`config.mk`:
```
export PLATFORM = sky130hd
export DESIGN_NAME = ipv4_dotted_string_parser_core
export DESIGN_NICKNAME = d
export VERILOG_FILES = /design/src/hdl/ipv4p_pkg.sv /design/src/hdl/ipv4p_in_reg.sv /design/src/hdl/ipv4p_parse.sv /design/src/hdl/ipv4_dotted_string_parser_core.sv
export SDC_FILE = /design/constraint.sdc
export NUM_CORES = 1
export LEC_CHECK = 0
export ABC_AREA = 1
export BUFFER_PORTS_ARGS = -buffer_cell sky130_fd_sc_hd__buf_2
export CAP_MARGIN = 10
export CORE_ASPECT_RATIO = 0.75
export CORE_MARGIN = 2
export CORE_UTILIZATION = 27
export DETAILED_ROUTE_END_ITERATION = 7
export MAX_ROUTING_LAYER = met4
export SETUP_SLACK_MARGIN = 0.2
export SKIP_CTS_REPAIR_TIMING = 1
export SLEW_MARGIN = 25
export SYNTH_ARGS = -nofsm -noshare
export SYNTH_HDL_FRONTEND = slang
export SYNTH_HIERARCHICAL = 1
export SYNTH_SLANG_ARGS = --single-unit
```
`constraint.sdc`:
```
create_clock -name clock -period 7.3 [get_ports clock]
set_input_delay 1.46 -clock clock [delete_from_list [all_inputs] [get_ports clock]]
set_output_delay 1.46 -clock clock [all_outputs]
set_load 0.02 [all_outputs]
```
`src/hdl/ipv4p_pkg.sv`:
```
// Shared types, codes and constants for the IPv4 dotted-string parser.
`default_nettype none

package ipv4p_pkg;

   localparam int MAX_SEG_VALUE = 255;
   localparam int TOP_SHIFT     = 24;
   localparam int MAX_SEG_CHARS = 3;
   localparam int SEG_COUNT     = 4;

   localparam logic [7:0] CHAR_SPACE = 8'h20;
   localparam logic [7:0] CHAR_DOT   = 8'h2E;
   localparam logic [7:0] CHAR_ZERO  = 8'h30;
   localparam logic [7:0] CHAR_NINE  = 8'h39;

   typedef enum logic [2:0] {
      ST_OK                = 3'd0,
      ST_TOO_LONG          = 3'd1,
      ST_SPACE_AFTER_DIGIT = 3'd2,
      ST_INVALID           = 3'd3,
      ST_EMPTY             = 3'd4,
      ST_OVER              = 3'd5
   } status_type;

   typedef struct packed {
      logic [7:0] char_code;
      logic       last_char;
   } req_word_type;

   typedef struct packed {
      logic [31:0] address;
      status_type  status;
   } rsp_word_type;

   typedef struct packed {
      logic [2:0]  seg_index;
      logic [1:0]  seg_chars;
      logic        digit_seen;
      logic [9:0]  seg_value;
      logic [31:0] address_acc;
      status_type  error_code;
   } parse_state_type;

   localparam parse_state_type PARSE_STATE_RESET = '{
      seg_index:   3'd0,
      seg_chars:   2'd0,
      digit_seen:  1'b0,
      seg_value:   10'd0,
      address_acc: 32'd0,
      error_code:  ST_OK
   };

endpackage

`default_nettype wire

```
`src/hdl/ipv4p_in_reg.sv`:
```
// Input register stage holding one accepted character word.
`default_nettype none

module ipv4p_in_reg
   import ipv4p_pkg::*;
(
   input  wire logic         clock,
   input  wire logic         reset,
   input  wire logic         req_valid,
   input  wire req_word_type req_word,
   input  wire logic         take,
   output logic              req_stall,
   output logic              word_valid,
   output req_word_type      word
);

   logic         valid_ff;
   logic         valid_in;
   req_word_type word_ff;
   logic         load;

   assign req_stall  = valid_ff && !take;
   assign load       = req_valid && !req_stall;
   assign word_valid = valid_ff;
   assign word       = word_ff;

   always_comb begin
      if (load) begin
         valid_in = 1'b1;
      end else if (take) begin
         valid_in = 1'b0;
      end else begin
         valid_in = valid_ff;
      end
   end

   always_ff @(posedge clock) begin
      if (reset) begin
         valid_ff <= 1'b0;
      end else begin
         valid_ff <= valid_in;
      end
   end

   always_ff @(posedge clock) begin
      if (load) begin
         word_ff <= req_word;
      end
   end

endmodule

`default_nettype wire

```
`src/hdl/ipv4p_parse.sv`:
```
// Per-character parse step and the running segment/address state.
`default_nettype none

module ipv4p_parse
   import ipv4p_pkg::*;
(
   input  wire logic         clock,
   input  wire logic         reset,
   input  wire logic         step,
   input  wire req_word_type word,
   output logic              done,
   output rsp_word_type      result
);

   parse_state_type st_ff;
   parse_state_type st_in;
   parse_state_type nx;
   logic            is_space;
   logic            is_digit;
   logic            is_dot;

   function automatic parse_state_type close_seg(parse_state_type s);
      parse_state_type r;
      logic [4:0]      sh;
      r  = s;
      sh = 5'(TOP_SHIFT) - {s.seg_index[1:0], 3'b000};
      if (s.seg_chars == 2'd0) begin
         r.error_code = ST_EMPTY;
      end else if (s.seg_value > 10'(MAX_SEG_VALUE)) begin
         r.error_code = ST_OVER;
      end else begin
         r.address_acc = s.address_acc | (32'(s.seg_value[7:0]) << sh);
         r.seg_index   = s.seg_index + 3'd1;
      end
      r.seg_chars  = 2'd0;
      r.digit_seen = 1'b0;
      r.seg_value  = 10'd0;
      return r;
   endfunction

   function automatic logic active(parse_state_type s);
      return (s.error_code == ST_OK) && (s.seg_index < 3'(SEG_COUNT));
   endfunction

   assign is_space = (word.char_code == CHAR_SPACE);
   assign is_digit = (word.char_code >= CHAR_ZERO) && (word.char_code <= CHAR_NINE);
   assign is_dot   = (word.char_code == CHAR_DOT);
   assign done     = step && word.last_char;

   always_comb begin
      nx = st_ff;
      if (active(st_ff)) begin
         if (is_dot) begin
            nx = close_seg(st_ff);
         end else if (st_ff.seg_chars >= 2'(MAX_SEG_CHARS)) begin
            nx.error_code = ST_TOO_LONG;
         end else if (st_ff.digit_seen && is_space) begin
            nx.error_code = ST_SPACE_AFTER_DIGIT;
         end else if (!is_space && !is_digit) begin
            nx.error_code = ST_INVALID;
         end else begin
            if (is_digit) begin
               nx.seg_value  = (st_ff.seg_value << 3) + (st_ff.seg_value << 1)
                             + 10'(word.char_code[3:0]);
               nx.digit_seen = 1'b1;
            end
            nx.seg_chars = st_ff.seg_chars + 2'd1;
         end
      end
      if (word.last_char && active(nx)) begin
         nx = close_seg(nx);
         if (active(nx)) begin
            nx.error_code = ST_EMPTY;
         end
      end
   end

   always_comb begin
      result.status  = nx.error_code;
      result.address = (nx.error_code == ST_OK) ? nx.address_acc : 32'd0;
   end

   always_comb begin
      if (done) begin
         st_in = PARSE_STATE_RESET;
      end else if (step) begin
         st_in = nx;
      end else begin
         st_in = st_ff;
      end
   end

   always_ff @(posedge clock) begin
      if (reset) begin
         st_ff <= PARSE_STATE_RESET;
      end else begin
         st_ff <= st_in;
      end
   end

endmodule

`default_nettype wire

```
`src/hdl/ipv4_dotted_string_parser_core.sv`:
```
// Top level of the IPv4 dotted-string parser with the result register.
// Takes an IPv4 dotted-quad string one ASCII character per word, the final
// character flagged by last_char, and returns one word per string carrying
// the 32-bit address (first segment in bits 31..24, zero on error) and a
// status code. One character is accepted every cycle; each passes through
// the input register, then a parse step that updates the segment state,
// and the result is registered in the output register when the final
// character takes its parse step. Throughput is set by that parse step;
// only a stalled result whose slot is needed by a final character holds
// the input side.
`default_nettype none

module ipv4_dotted_string_parser_core
   import ipv4p_pkg::*;
(
   input  wire logic         clock,
   input  wire logic         reset,
   input  wire logic         req_valid,
   output logic              req_stall,
   input  wire req_word_type req_word,
   output logic              rsp_valid,
   input  wire logic         rsp_stall,
   output rsp_word_type      rsp_word
);

   logic         in_valid;
   req_word_type in_word;
   logic         out_free;
   logic         take;
   logic         step_done;
   rsp_word_type step_result;
   logic         rsp_valid_ff;
   logic         rsp_valid_in;
   rsp_word_type rsp_word_ff;

   assign out_free = !rsp_valid_ff || !rsp_stall;
   assign take     = in_valid && (!in_word.last_char || out_free);

   ipv4p_in_reg u_in_reg (
      .clock      (clock),
      .reset      (reset),
      .req_valid  (req_valid),
      .req_word   (req_word),
      .take       (take),
      .req_stall  (req_stall),
      .word_valid (in_valid),
      .word       (in_word)
   );

   ipv4p_parse u_parse (
      .clock  (clock),
      .reset  (reset),
      .step   (take),
      .word   (in_word),
      .done   (step_done),
      .result (step_result)
   );

   always_comb begin
      if (step_done) begin
         rsp_valid_in = 1'b1;
      end else if (!rsp_stall) begin
         rsp_valid_in = 1'b0;
      end else begin
         rsp_valid_in = rsp_valid_ff;
      end
   end

   always_ff @(posedge clock) begin
      if (reset) begin
         rsp_valid_ff <= 1'b0;
      end else begin
         rsp_valid_ff <= rsp_valid_in;
      end
   end

   always_ff @(posedge clock) begin
      if (step_done) begin
         rsp_word_ff <= step_result;
      end
   end

   assign rsp_valid = rsp_valid_ff;
   assign rsp_word  = rsp_word_ff;

   // a finished string never overwrites a result still waiting
   a_no_overwrite: assert property (@(posedge clock) disable iff (reset)
      step_done |-> (!rsp_valid_ff || !rsp_stall))
      else $error("result overwritten while stalled");

   // error results carry a zero address
   a_err_zero_addr: assert property (@(posedge clock) disable iff (reset)
      (rsp_valid && rsp_word.status != ST_OK) |-> (rsp_word.address == 32'd0))
      else $error("nonzero address on error status");

   // input side only stalls with a word held that cannot advance
   a_stall_cause: assert property (@(posedge clock) disable iff (reset)
      req_stall |-> (in_valid && in_word.last_char && rsp_valid_ff && rsp_stall))
      else $error("input stalled without cause");

   // a result is valid in the cycle after a final character step
   a_rsp_follows: assert property (@(posedge clock) disable iff (reset)
      step_done |=> rsp_valid)
      else $error("result missing after final character");

endmodule

`default_nettype wire

```
==> run summary <==
The floorplan die area is 0.0211 mm². The number of buffers created by CTS came out at 9. Entering global routing, the biggest net connects 43 pins. The worst reg-to-reg setup slack is 3.53 ns. After filler insertion, the fill cell instance count of the layout stands at 2066. The number of library cell types mapped by synthesis came out at 42.

Clock latency on the worst-skew pair, taken at its later pin, is 0.35 ns. The number of synthesized register bits came out at 97. The sequential cell area in the final layout is 0.00238 mm². The tightest min-delay check is of the reg2reg type. The slew at the pin with the worst max-slew slack came out at 0.856 ns. The HPWL after detailed placement is 9.87 mm.

The mean number of vias per cell is 4.62. Headroom to the max-slew limit came out at 0.427. The hold-critical path depth came out at 2.

The share of post-route cells with drive strength above 1 came out at 0.196. The global-route usage over all layers came out at 0.138. STA classifies the critical path startpoint as an input port. The reg-to-reg critical path endpoint is rsp_word[22].

The path with the worst hold slack has its endpoint at u_parse/st_ff[45]. The post-detailed-route DRC marker count is 2. The number of pins exceeding their max-slew limit in the final report came to 0. The worst hold path begins at u_parse/st_ff[45]. Setup violations remaining at the end of the flow were counted as 0. The via count of the first global-routing pass is 4190. The aggregate negative setup slack came out at 0 ns. The placer's final routability congestion estimate came out at 0.843.

Tracing the worst setup path back leads to its startpoint at rsp_stall. The initial antenna violation count is 0. The top-area cell type share of the netlist area is 0.245.

The routed via count came out at 4468. The number of cells traversed by the worst register-to-register path is 17. For this run, the register share of the synthesized area comes to 0.442. TritonCTS built the clock tree. During I/O placement, the number of pins put on the boundary was 50. The total iterations of the first detailed-routing run is 6. The share of flip-flops with an asynchronous set or reset after synthesis is 0. Once detail routing completed, the nets flagged for antenna violations numbered 0. Measured along the x axis, the die boundary spans 167 µm. The number of flops mapped to enable cells by yosys came out at 44.

The number of standard-cell rows in the floorplan is 44. The clock transition time at the flip-flop clock pins of the worst setup and hold paths came out at 0.07 ns. The time the worst path needs with I/O delays and setup came out at 3.92 ns.

At the end of the flow the core is filled with cells to 0.315. The final number of hold-violating endpoints came to 0. By startpoint and endpoint, the worst setup path is classified as in2out.

Timing analysis after detailed placement gives a worst setup slack of 3.28 ns. The maximum number of buffers from clock root to sink is 2. The launching point of the worst reg2reg path is u_parse/st_ff[35]. The H-tree was split into 3 levels. Global routing finished with a remaining overflow of 0.

The number of warning messages in the yosys log is 6. The worst setup margin is 3.38 ns. During placement, the flow inserted port buffers numbering 49. The wire length of the first global-routing pass is 22.5 mm.

When the netlist entered floorplanning its net count stood at 705. The static power due to leakage came out at 2.45 nW. Power spread over the standard cell area amounts to 194 mW/mm². The clock root buffer is sky130_fd_sc_hd__clkbuf_16. The vertical die dimension came out at 126 µm. The cell accounting for the most synthesized area is sky130_fd_sc_hd__edfxtp_1. Dividing the final minimum period by the clock period gives 0.537. The tree built by TritonCTS fans out to 97 sinks. Data on the critical path is required at its endpoint by 5.84 ns. Yosys attributes the largest share of cell area to sky130_fd_sc_hd__edfxtp_1 (25%), sky130_fd_sc_hd__dfxtp_1 (20%), sky130_fd_sc_hd__nand2_1 (7.8%). The mean instance size in the synthesized netlist is 8.02 µm².

The mean routed wirelength per cell is 14.1 µm. The layout overhead on the synthesized area came out at 13.8%. The arrival time at the worst endpoint is 2.46 ns. The area taken by multi-input logic gates is 0.00248 mm². 0 antenna diodes ended up in the layout. The post-synthesis instance area is 0.00539 mm². The kind of capture point of the worst setup path is an output pin.

The upper clock frequency limit came out at 0.255 GHz. Among all flip-flop cells after synthesis, the most frequent one is sky130_fd_sc_hd__dfxtp_1. IR analysis of the VDD net gives a maximum drop of 0.000100 V. The biggest fanout along the worst timing path is 42.

The initial standard-cell utilization of the core came out at 0.277. The core region is 0.0195 mm². The sum of routed wire length over all layers came out at 13.7 mm. The max-capacitance violation count came out at 0. Setup repair after global routing left no endpoint under its margin.

The final reports fail on design-rule violations. The worst setup skew after layout is 0.00870 ns. The final net count is 742. The flow ran to the end, but the final reports show violations. In this run, the number of DRC markers left after iteration 0 of detailed routing was 355.

The synthesized instance count came out at 672.
==> metal layers <==
layer	track usage	up-vias	wire length, µm
li1	-	2272	-
met1	0.201	2046	7220
met2	0.190	142	5400
met3	0.0384	8	979
met4	0.0266	0	87
met5	-	-	0
==> synthesized netlist by cell type, drive strengths merged (4+ instances only) <==
master / instances
o31ai: 4
clkbuf: 15
a21oi: 59
o211ai: 6
ha: 18
o21ai: 35
nand4: 9
o21bai: 19
nand3b: 5
nand2: 120
or2: 4
xor2: 6
edfxtp: 44
buf: 11
nor2: 106
o22ai: 4
nand3: 39
inv: 100
dfxtp: 53
==> final cells by class <==
| cell class | count | area share |
|---|---|---|
| Multi-Input combinational cell | 446 | 0.404 |
| Sequential cell | 97 | 0.388 |
| Inverter | 103 | 0.0630 |
| Tap cell | 253 | 0.0516 |
| Timing Repair Buffer | 52 | 0.0437 |
| Clock buffer | 9 | 0.0367 |
| Clock inverter | 7 | 0.0126 |
==> power breakdown <==
group | total, mW | switching (mW) | internal (mW)
Combinational | 0.117 | 0.0852 | 0.0321
Sequential | 0.592 | 0.00936 | 0.582
Clock | 0.484 | 0.214 | 0.269
Total | 1.19 | 0.309 | 0.884
==> worst max-delay path, stage by stage <==
cell	delay, ns
sky130_fd_sc_hd__buf_2	0.10
sky130_fd_sc_hd__nand3_1	0.07
sky130_fd_sc_hd__nand2_1	0.05
sky130_fd_sc_hd__inv_1	0.04
sky130_fd_sc_hd__buf_4	0.37
sky130_fd_sc_hd__inv_1	0.10
sky130_fd_sc_hd__nand2_2	0.09
sky130_fd_sc_hd__inv_2	0.03
sky130_fd_sc_hd__buf_2	0.14
==> registers in the layout, indices dropped and copies added (netlist names) <==
name and flops:
u_parse/st_ff 51, u_in_reg/word 9, u_in_reg/word_valid 1, rsp_word 35
rsp_valid 1
==> worst max-delay path by stage <==
stage          cells after the start  slack, ns                end
3_3_place_gp                      14       3.29   u_parse/st_ff[0]
3_5_place_dp                      14       3.28   u_parse/st_ff[0]
4_1_cts                            9       3.37          req_stall
6_report                           9       3.38          req_stall
2_1_floorplan                     11       3.86  u_parse/st_ff[11]
5_1_grt                           17       3.12       rsp_word[34]
==> through the flow <==
stage	hold slack, ns	instances	power, mW	instance area, µm²
4_1_cts	0.484	967	1.21	6130
6_report	0.479	967	1.19	6130
3_5_place_dp	0.472	951	0.721	5830
5_1_grt	0.506	967	1.24	6130
2_1_floorplan	0.439	672	0.694	5390
3_3_place_gp	0.471	951	0.719	5830
==> cells in the final DEF, fill, tap and decap left out, types with 4 or more instances in the layout <==
cell type,synthesis,routed
sky130_fd_sc_hd__nand3_1,37,37
sky130_fd_sc_hd__o21ai_0,32,32
sky130_fd_sc_hd__dfxtp_1,53,53
sky130_fd_sc_hd__o211ai_1,6,6
sky130_fd_sc_hd__nor2_1,67,67
sky130_fd_sc_hd__or2_2,4,4
sky130_fd_sc_hd__ha_1,18,18
sky130_fd_sc_hd__a21oi_1,55,55
sky130_fd_sc_hd__nor2_4,7,7
sky130_fd_sc_hd__edfxtp_1,44,44
sky130_fd_sc_hd__clkbuf_16,0,9
sky130_fd_sc_hd__nand2_1,112,112
sky130_fd_sc_hd__inv_1,87,87
sky130_fd_sc_hd__o21bai_1,19,19
sky130_fd_sc_hd__nand2_2,6,6
sky130_fd_sc_hd__nor2_2,32,32
sky130_fd_sc_hd__o31ai_1,4,4
sky130_fd_sc_hd__o22ai_1,4,4
sky130_fd_sc_hd__buf_2,2,49
sky130_fd_sc_hd__nand4_1,9,9
sky130_fd_sc_hd__inv_2,13,13
sky130_fd_sc_hd__nand3b_1,5,5
sky130_fd_sc_hd__xor2_1,6,6
==> cells by family (layout without fill, tap and decap cells) <==
kind of cell,after synthesis,in the layout,synth area share
adders and majority gates,20,20,0.0492
buffers and inverters,129,171,0.0986
xor gates and xnor gates,6,6,0.00975
and+or+nand+nor,286,286,0.250
AOI/OAI and AO/OA,134,134,0.150
DFF,97,97,0.442
(Power assumes the default switching activity.)
